## config.mk

```make
export PLATFORM = sky130hd
export DESIGN_NAME = cartridge_bank_mapper
export DESIGN_NICKNAME = d
export VERILOG_FILES = /design/src/sv/cbm_pkg.sv /design/src/sv/cbm_mod_unit.sv /design/src/sv/cartridge_bank_mapper.sv
export SDC_FILE = /design/constraint.sdc
export NUM_CORES = 1
export LEC_CHECK = 0
export BUFFER_PORTS_ARGS = -buffer_cell sky130_fd_sc_hd__buf_4
export CAP_MARGIN = 20
export CORE_UTILIZATION = 30
export DETAILED_ROUTE_END_ITERATION = 10
export SLEW_MARGIN = 40
export SYNTH_ARGS = -nofsm -noshare
export SYNTH_HDL_FRONTEND = slang
export SYNTH_SLANG_ARGS = --single-unit
```

## constraint.sdc

```tcl
create_clock -name clk -period 2.1 [get_ports clk]
set_clock_uncertainty 0.2 [all_clocks]
set_input_delay 0.42 -clock clk [delete_from_list [all_inputs] [get_ports clk]]
set_output_delay 0.42 -clock clk [all_outputs]
set_load 0.05 [all_outputs]
```

## src/sv/cbm_pkg.sv

```systemverilog
// ----------------------------------------------------------------------------
// cbm_pkg
// Shared types and constants for the cartridge bank mapper.
// ----------------------------------------------------------------------------
package cbm_pkg;

  localparam int ADDR_W      = 16;
  localparam int DATA_W      = 8;
  localparam int MAPPED_W    = 23;
  localparam int ROM_BANK_W  = 9;
  localparam int ROM_COUNT_W = 10;
  localparam int RAM_COUNT_W = 5;
  localparam int RAM_BANK_W  = 4;
  localparam int NIBBLE_W    = 4;
  localparam int ROM_OFS_W   = 14;
  localparam int RAM_OFS_W   = 13;
  localparam int CFG_INDEX_W = 2;
  localparam int CFG_DATA_W  = 10;
  localparam int STEP_W      = $clog2(ROM_BANK_W + 1);

  localparam logic [ADDR_W-1:0] ROM_LOW_LAST   = 16'h3FFF;
  localparam logic [ADDR_W-1:0] ROM_HIGH_LAST  = 16'h7FFF;
  localparam logic [ADDR_W-1:0] RAMEN_LAST     = 16'h1FFF;
  localparam logic [ADDR_W-1:0] BANK_LO_LAST   = 16'h2FFF;
  localparam logic [ADDR_W-1:0] BANK_HI_LAST   = 16'h3FFF;
  localparam logic [ADDR_W-1:0] RAM_BANK_LAST  = 16'h5FFF;
  localparam logic [DATA_W-1:0] RAM_BANK_MAX   = 8'h0F;
  localparam logic [NIBBLE_W-1:0] RAM_ENABLE_KEY = 4'hA;

  localparam logic [ROM_BANK_W-1:0]  ROM_BANK_RESET  = 9'd1;
  localparam logic [ROM_COUNT_W-1:0] ROM_COUNT_RESET = 10'd2;
  localparam logic [RAM_COUNT_W-1:0] RAM_COUNT_RESET = 5'd0;

  typedef enum logic [1:0] {
    ACT_ROM_READ  = 2'd0,
    ACT_ROM_WRITE = 2'd1,
    ACT_RAM_READ  = 2'd2,
    ACT_RAM_WRITE = 2'd3
  } action_t;

  typedef enum logic [CFG_INDEX_W-1:0] {
    CFG_ROM_BANK_COUNT = 2'd0,
    CFG_RAM_BANK_COUNT = 2'd1,
    CFG_RUMBLE_PRESENT = 2'd2,
    CFG_UNUSED         = 2'd3
  } cfg_index_t;

  typedef enum logic [1:0] {
    ST_IDLE,
    ST_DIVIDE,
    ST_FINISH
  } state_t;

  typedef struct packed {
    action_t           action;
    logic [ADDR_W-1:0] address;
    logic [DATA_W-1:0] write_data;
  } req_t;

  typedef struct packed {
    logic [MAPPED_W-1:0] mapped_address;
    logic                granted;
    logic                rumble_on;
  } rsp_t;

  typedef struct packed {
    logic busy;
    logic done;
  } div_status_t;

endpackage

```

## src/sv/cbm_mod_unit.sv

```systemverilog
// ----------------------------------------------------------------------------
// cbm_mod_unit
// Restoring remainder unit: one compare and subtract per cycle, one
// dividend bit per step.
// ----------------------------------------------------------------------------
module cbm_mod_unit (
  input  logic                                clk,
  input  logic                                rst,
  input  logic                                start,
  input  logic [cbm_pkg::ROM_BANK_W-1:0]      dividend,
  input  logic [cbm_pkg::ROM_COUNT_W-1:0]     divisor,
  output cbm_pkg::div_status_t                status,
  output logic [cbm_pkg::ROM_BANK_W-1:0]      remainder
);
  import cbm_pkg::*;

  logic                   busy;
  logic                   done;
  logic [STEP_W-1:0]      step;
  logic [ROM_BANK_W-1:0]  dvd;
  logic [ROM_COUNT_W-1:0] dvs;
  logic [ROM_COUNT_W-1:0] rem;
  logic [ROM_COUNT_W-1:0] rem_next;
  logic [ROM_COUNT_W:0]   trial;
  logic [ROM_COUNT_W:0]   diff;

  always_comb begin
    trial = {rem, dvd[ROM_BANK_W-1]};
    diff  = trial - {1'b0, dvs};
    if (trial >= {1'b0, dvs}) begin
      rem_next = diff[ROM_COUNT_W-1:0];
    end else begin
      rem_next = trial[ROM_COUNT_W-1:0];
    end
  end

  always_ff @(posedge clk) begin
    if (rst) begin
      busy <= 1'b0;
      done <= 1'b0;
      step <= '0;
    end else begin
      done <= 1'b0;
      if (start) begin
        busy <= 1'b1;
        step <= STEP_W'(ROM_BANK_W - 1);
      end else if (busy) begin
        step <= step - 1'b1;
        if (step == '0) begin
          busy <= 1'b0;
          done <= 1'b1;
        end
      end
    end
  end

  always_ff @(posedge clk) begin
    if (start) begin
      dvd <= dividend;
      dvs <= (divisor == '0) ? ROM_COUNT_W'(1) : divisor;
      rem <= '0;
    end else if (busy) begin
      dvd <= {dvd[ROM_BANK_W-2:0], 1'b0};
      rem <= rem_next;
    end
  end

  assign status.busy = busy;
  assign status.done = done;
  assign remainder   = rem[ROM_BANK_W-1:0];

`ifndef SYNTHESIS
  assert property (@(posedge clk) disable iff (rst) start |=> busy)
    else $error("remainder unit did not start");
  assert property (@(posedge clk) disable iff (rst) done |-> rem < dvs)
    else $error("remainder not below divisor");
  assert property (@(posedge clk) disable iff (rst)
    busy && step == '0 && !start |=> done && !busy)
    else $error("remainder unit did not finish after last step");
`endif

endmodule

```

## src/sv/cartridge_bank_mapper.sv

```systemverilog
// ----------------------------------------------------------------------------
// cartridge_bank_mapper
// Bank controller for a game cartridge bus: register writes, ROM and RAM
// address translation, RAM access gating and rumble motor control.
// ----------------------------------------------------------------------------
// Usage:
//   req channel (req_valid, req_stall, req) carries one bus access. It is
//   taken only while the block is idle; req_stall stays high until the
//   result of the previous transaction is loaded into the output register.
//   rsp channel (rsp_valid, rsp_stall, rsp) returns one result for every
//   request, in order. The output register holds it while rsp_stall is high;
//   a new request is taken meanwhile, and its result waits in the sequencer.
//   cfg channel (cfg_valid, cfg_ready, cfg_index, cfg_data) writes the bank
//   count and rumble registers; cfg_ready is always high.
// Transaction flow:
//   A ROM read at 0x4000-0x7FFF runs the bank number through the remainder
//   unit, one bank bit per cycle, before its result is loaded. Every other
//   access goes straight to loading its result. A new request is taken only
//   after the result of the current one is in the output register.
// Reset (rst, synchronous): control state, bank registers and configuration
//   return to their reset values; the output register is emptied.
// ----------------------------------------------------------------------------
module cartridge_bank_mapper (
  input  logic                               clk,
  input  logic                               rst,
  input  logic                               req_valid,
  output logic                               req_stall,
  input  cbm_pkg::req_t                      req,
  output logic                               rsp_valid,
  input  logic                               rsp_stall,
  output cbm_pkg::rsp_t                      rsp,
  input  logic                               cfg_valid,
  output logic                               cfg_ready,
  input  logic [cbm_pkg::CFG_INDEX_W-1:0]    cfg_index,
  input  logic [cbm_pkg::CFG_DATA_W-1:0]     cfg_data
);
  import cbm_pkg::*;

  state_t                 state;
  state_t                 state_next;
  req_t                   item;
  logic [ROM_COUNT_W-1:0] rom_bank_count;
  logic [RAM_COUNT_W-1:0] ram_bank_count;
  logic                   rumble_present;
  logic [NIBBLE_W-1:0]    ram_enable_nibble;
  logic [NIBBLE_W-1:0]    ram_enable_nibble_next;
  logic [ROM_BANK_W-1:0]  rom_bank;
  logic [ROM_BANK_W-1:0]  rom_bank_next;
  logic [RAM_BANK_W-1:0]  ram_bank;
  logic [RAM_BANK_W-1:0]  ram_bank_next;
  logic                   rumble_motor;
  logic                   rumble_motor_next;
  logic [RAM_BANK_W-1:0]  ram_bank_load;
  rsp_t                   result;
  logic                   accept;
  logic                   needs_div;
  logic                   div_start;
  logic                   finish;
  div_status_t            div_status;
  logic [ROM_BANK_W-1:0]  div_rem;

  assign cfg_ready = 1'b1;
  assign accept    = req_valid && !req_stall;
  assign needs_div = (req.action == ACT_ROM_READ) && (req.address > ROM_LOW_LAST)
                     && (req.address <= ROM_HIGH_LAST);

  cbm_mod_unit u_mod (
    .clk       (clk),
    .rst       (rst),
    .start     (div_start),
    .dividend  (rom_bank),
    .divisor   (rom_bank_count),
    .status    (div_status),
    .remainder (div_rem)
  );

  always_comb begin
    state_next = state;
    case (state)
      ST_IDLE: begin
        if (accept) begin
          state_next = needs_div ? ST_DIVIDE : ST_FINISH;
        end
      end
      ST_DIVIDE: begin
        if (div_status.done) begin
          state_next = ST_FINISH;
        end
      end
      ST_FINISH: begin
        if (finish) begin
          state_next = ST_IDLE;
        end
      end
      default: state_next = ST_IDLE;
    endcase
  end

  always_comb begin
    req_stall = (state != ST_IDLE);
    div_start = (state == ST_IDLE) && accept && needs_div;
    finish    = (state == ST_FINISH) && (!rsp_valid || !rsp_stall);
  end

  always_comb begin
    ram_enable_nibble_next = ram_enable_nibble;
    rom_bank_next          = rom_bank;
    ram_bank_next          = ram_bank;
    rumble_motor_next      = rumble_motor;
    ram_bank_load          = ram_bank;
    result                 = '0;
    case (item.action)
      ACT_ROM_READ: begin
        if (item.address <= ROM_LOW_LAST) begin
          result.mapped_address = MAPPED_W'(item.address);
          result.granted        = 1'b1;
        end else if (item.address <= ROM_HIGH_LAST) begin
          result.mapped_address = {div_rem, item.address[ROM_OFS_W-1:0]};
          result.granted        = 1'b1;
        end
      end
      ACT_ROM_WRITE: begin
        result.granted = 1'b1;
        if (item.address <= RAMEN_LAST) begin
          ram_enable_nibble_next = item.write_data[NIBBLE_W-1:0];
        end else if (item.address <= BANK_LO_LAST) begin
          rom_bank_next = {rom_bank[ROM_BANK_W-1], item.write_data};
        end else if (item.address <= BANK_HI_LAST) begin
          rom_bank_next = {item.write_data[0], rom_bank[ROM_BANK_W-2:0]};
        end else if (item.address <= RAM_BANK_LAST) begin
          if (item.write_data <= RAM_BANK_MAX) begin
            ram_bank_load = item.write_data[RAM_BANK_W-1:0];
          end
          ram_bank_next = ram_bank_load;
          if (rumble_present) begin
            rumble_motor_next = ram_bank_load[RAM_BANK_W-1];
            ram_bank_next     = {1'b0, ram_bank_load[RAM_BANK_W-2:0]};
          end
        end
      end
      default: begin
        if (ram_enable_nibble == RAM_ENABLE_KEY && ram_bank_count != '0) begin
          result.granted = 1'b1;
          if (ram_bank_count > RAM_COUNT_W'(1)) begin
            result.mapped_address = MAPPED_W'({ram_bank, item.address[RAM_OFS_W-1:0]});
          end else begin
            result.mapped_address = MAPPED_W'(item.address[RAM_OFS_W-1:0]);
          end
        end
      end
    endcase
    result.rumble_on = rumble_motor_next;
  end

  always_ff @(posedge clk) begin
    if (rst) begin
      state             <= ST_IDLE;
      rsp_valid         <= 1'b0;
      rom_bank_count    <= ROM_COUNT_RESET;
      ram_bank_count    <= RAM_COUNT_RESET;
      rumble_present    <= 1'b0;
      ram_enable_nibble <= '0;
      rom_bank          <= ROM_BANK_RESET;
      ram_bank          <= '0;
      rumble_motor      <= 1'b0;
    end else begin
      state <= state_next;
      if (finish) begin
        rsp_valid         <= 1'b1;
        ram_enable_nibble <= ram_enable_nibble_next;
        rom_bank          <= rom_bank_next;
        ram_bank          <= ram_bank_next;
        rumble_motor      <= rumble_motor_next;
      end else if (!rsp_stall) begin
        rsp_valid <= 1'b0;
      end
      if (cfg_valid && cfg_ready) begin
        case (cfg_index_t'(cfg_index))
          CFG_ROM_BANK_COUNT: rom_bank_count <= cfg_data;
          CFG_RAM_BANK_COUNT: ram_bank_count <= cfg_data[RAM_COUNT_W-1:0];
          CFG_RUMBLE_PRESENT: rumble_present <= cfg_data[0];
          default: ;
        endcase
      end
    end
  end

  always_ff @(posedge clk) begin
    if (accept) begin
      item <= req;
    end
    if (finish) begin
      rsp <= result;
    end
  end

`ifndef SYNTHESIS
  assert property (@(posedge clk) disable iff (rst)
    accept && needs_div |=> state == ST_DIVIDE && div_status.busy)
    else $error("upper ROM read did not enter the remainder unit");
  assert property (@(posedge clk) disable iff (rst)
    finish && item.action == ACT_ROM_WRITE |=> rsp_valid && rsp.granted)
    else $error("ROM write transaction not granted");
  assert property (@(posedge clk) disable iff (rst)
    finish && (item.action == ACT_RAM_READ || item.action == ACT_RAM_WRITE)
    && ram_enable_nibble != RAM_ENABLE_KEY |=> !rsp.granted)
    else $error("RAM transaction granted while RAM disabled");
  assert property (@(posedge clk) disable iff (rst)
    state == ST_DIVIDE |-> div_status.busy || div_status.done)
    else $error("sequencer waits on an idle remainder unit");
`endif

endmodule

```

==> flow_summary.json <==
{
  "die_x_um": 133.4,
  "slew_viol_final": 0,
  "setup_violations": 23,
  "synth.ff_latch_count": 123,
  "synth_most_common_cell": "edfxtp_1",
  "io_buffers": 69,
  "synthDominantCellAreaShare_pct": 40.58,
  "drt_iter0_drc": 180,
  "clk_path_buf_depth": 2,
  "grt.total_usage_pct": 13.73,
  "gp_congestion": 0.7837,
  "rsz0062_at_grt": "true",
  "grt_pass1_wl_mm": 18.77,
  "cts-root-buf": "clkbuf_16",
  "drc": 0,
  "antenna_found_initial": 0,
  "vias": 3757,
  "diodes": 0,
  "hold_viol": 0,
  "yosys.area.top_type": "edfxtp_1",
  "io_pins": 71,
  "nets": 658,
  "grt_pass1_vias": 3848,
  "power_density_nw_per_um2": 922.6,
  "synth_nets": 498,
  "violations": "negative setup slack",
  "fmax_ghz": 0.4451,
  "dp.cells": 765,
  "path_class": "flop to flop",
  "required_ps": 2200,
  "tightest_slew_ps": 712.4,
  "ir_drop_v": 0.0006247,
  "rows": 47,
  "setup_slack_ps": -146.7,
  "syn_area_per_cell_um2": 11.69,
  "clock_latency_ps": 420,
  "hp-class": "input pin to flop",
  "cts_buffers": 17,
  "coreArea_um2": 16700,
  "grt_max_degree": 27,
  "ys_warn_count": 0,
  "fp.dieH_um": 133.4,
  "synth_edf_count": 70,
  "initial_core_util_pct": 31.02,
  "clkSinkCount": 123,
  "synth-main-ff-cell": "edfxtp_1",
  "synthArstFlopShare_pct": 0,
  "synth_seq_area_share_pct": 61.06,
  "critPathLaunchType": "flop",
  "power.leakage_nw": 3.135,
  "netlist_instances": 443,
  "synth_common_cells": "70 x edfxtp_1, 53 x dfxtp_1, 52 x nor2_1",
  "drtAntennaViolNets": 0,
  "status": "complete, but fails checks",
  "syn2layout_area_growth_pct": 47.32,
  "cts_tree": "done",
  "dieArea_um2": 17800,
  "fin_cells": 836,
  "grt_overflow": 0,
  "drv_cap": 0,
  "wl_per_cell_um": 13.90,
  "min_period_ps": 2247,
  "htree_levels": 4,
  "post-route-period-util_pct": 107.0,
  "synth.cell_area_um2": 5180,
  "cp-end-kind": "flop",
  "slew_headroom_pct": 52.14,
  "ys_types": 66,
  "cp.arrival_ps": 2350,
  "total_power_mw": 7.041,
  "yosys-top-cells-area": "edfxtp_1 41%, dfxtp_1 20%, mux2i_1 6.8%",
  "viasPerCell": 4.494,
  "worstPathMaxFanout": 7,
  "drive_gt1_share_pct": 37.66,
  "finalWirelength_mm": 11.62,
  "path_clk_slew_ps": 60,
  "dp_hpwl_mm": 8.212,
  "drtPass1Iterations": 4
}
critical path, stage by stage (launching register included):
cell,delay [ps]
edfxtp_1,340
inv_2,50
ha_4,270
buf_6,90
nand4_1,160
nor2_2,160
nand2_2,90
a41oi_4,320
buf_6,180
mux2i_1,200
a21oi_1,80
stage by stage:
stage                     utilization (%)  instance area, um2  hold slack, ps  setup slack (ps)  TNS, ps
final                               45.69                7631           20.73            -146.7    -1457
after global routing                45.69                7631           19.68            -280.3    -4493
after CTS                           44.49                7431           7.700            -130.7   -911.1
after floorplan                         -                5295           226.8            -86.05    -1311
after global placement              38.17                6375           245.9            -145.8    -1691
after detailed placement            38.17                6375           249.6            -201.0    -2473
worst paths after layout:
kind              depth (start not counted)                            from  slack (ps)                        endpoint
setup / recovery                         10      u_mod.dvs[4]$_SDFFCE_PN0P_        -150       u_mod.rem[4]$_SDFFE_PP0P_
hold / removal                            2                     cfg_data[1]          20  rom_bank_count[1]$_SDFFE_PP1P_
setup reg to reg                         10      u_mod.dvs[4]$_SDFFCE_PN0P_        -150       u_mod.rem[4]$_SDFFE_PP0P_
hold reg to reg                           0  rom_bank_count[1]$_SDFFE_PP1P_         260      u_mod.dvs[1]$_SDFFCE_PN0P_
cells in the final DEF, fill, tap and decap left out, drive strengths merged, types with 17 or more instances in the layout:
cell and instances:
nor2 52, clkbuf 17, edfxtp 70, nand2 38
mux2i 35, inv 28, a21oi 22, dlygate4sd3 26
dfxtp 53, buf 139
flip-flops by register name, indices dropped and copies added (netlist names), 2 cells and up:
register,count
u_mod.rem,10
u_mod.step,4
u_mod.dvs,10
state,2
ram_enable_nibble,4
u_mod.dvd,9
item,26
ram_bank_count,5
rom_bank,9
rom_bank_count,10
rsp,25
ram_bank,4
cell type report:
type | instances | area, um2
clock buffer | 17 | 425.4
clock inverter | 15 | 211.5
fill | 1508 | 9070
inverter | 23 | 97.59
multi-input combinational | 273 | 2077
sequential | 123 | 3166
tap | 220 | 275.3
timing repair buffer | 165 | 1379
metal layers:
metal | vias to the layer above | share of wire [%] | track usage, %
li1 | 1890 | - | -
met1 | 1782 | 47 | 17.05
met2 | 69 | 48 | 22.14
met3 | 16 | 2.8 | 3.272
met4 | 0 | 1.9 | 7.260
met5 | - | 0 | 0
power by group:
| part | total (mW) | internal [mW] | switching (mW) |
|---|---|---|---|
| Combinational | 1.14 | 0.583 | 0.559 |
| Sequential | 2.76 | 2.68 | 0.0842 |
| Clock | 3.13 | 2.01 | 1.12 |
| Total | 7.04 | 5.27 | 1.77 |
logic make-up (layout without fill, tap and decap cells):
| logic type | count (synthesis) | in the layout | share of synthesized area [%] |
|---|---|---|---|
| AND/OR/NAND/NOR | 153 | 154 | 14.98 |
| flip-flops | 123 | 123 | 61.06 |
| AO/OA/AOI/OAI | 62 | 62 | 8.213 |
| buffers and inverters | 48 | 220 | 4.299 |
| multiplexers | 36 | 36 | 6.981 |
| adder cells (fa/ha/maj) | 12 | 12 | 3.043 |
| XOR/XNOR | 8 | 8 | 1.353 |
| other | 1 | 1 | 0.07239 |
timing repair:
item | CTS | global route
endpoints found under the hold margin | 26 | 0
pin swaps | 23 | 22
buffers inserted | 7 | 3
hold buffers | 26 | 0
setup endpoints to repair | 48 | 48
cloned | 0 | 3
resized for setup | 23 | 37
Note: power is estimated with default switching activity, not from simulation.
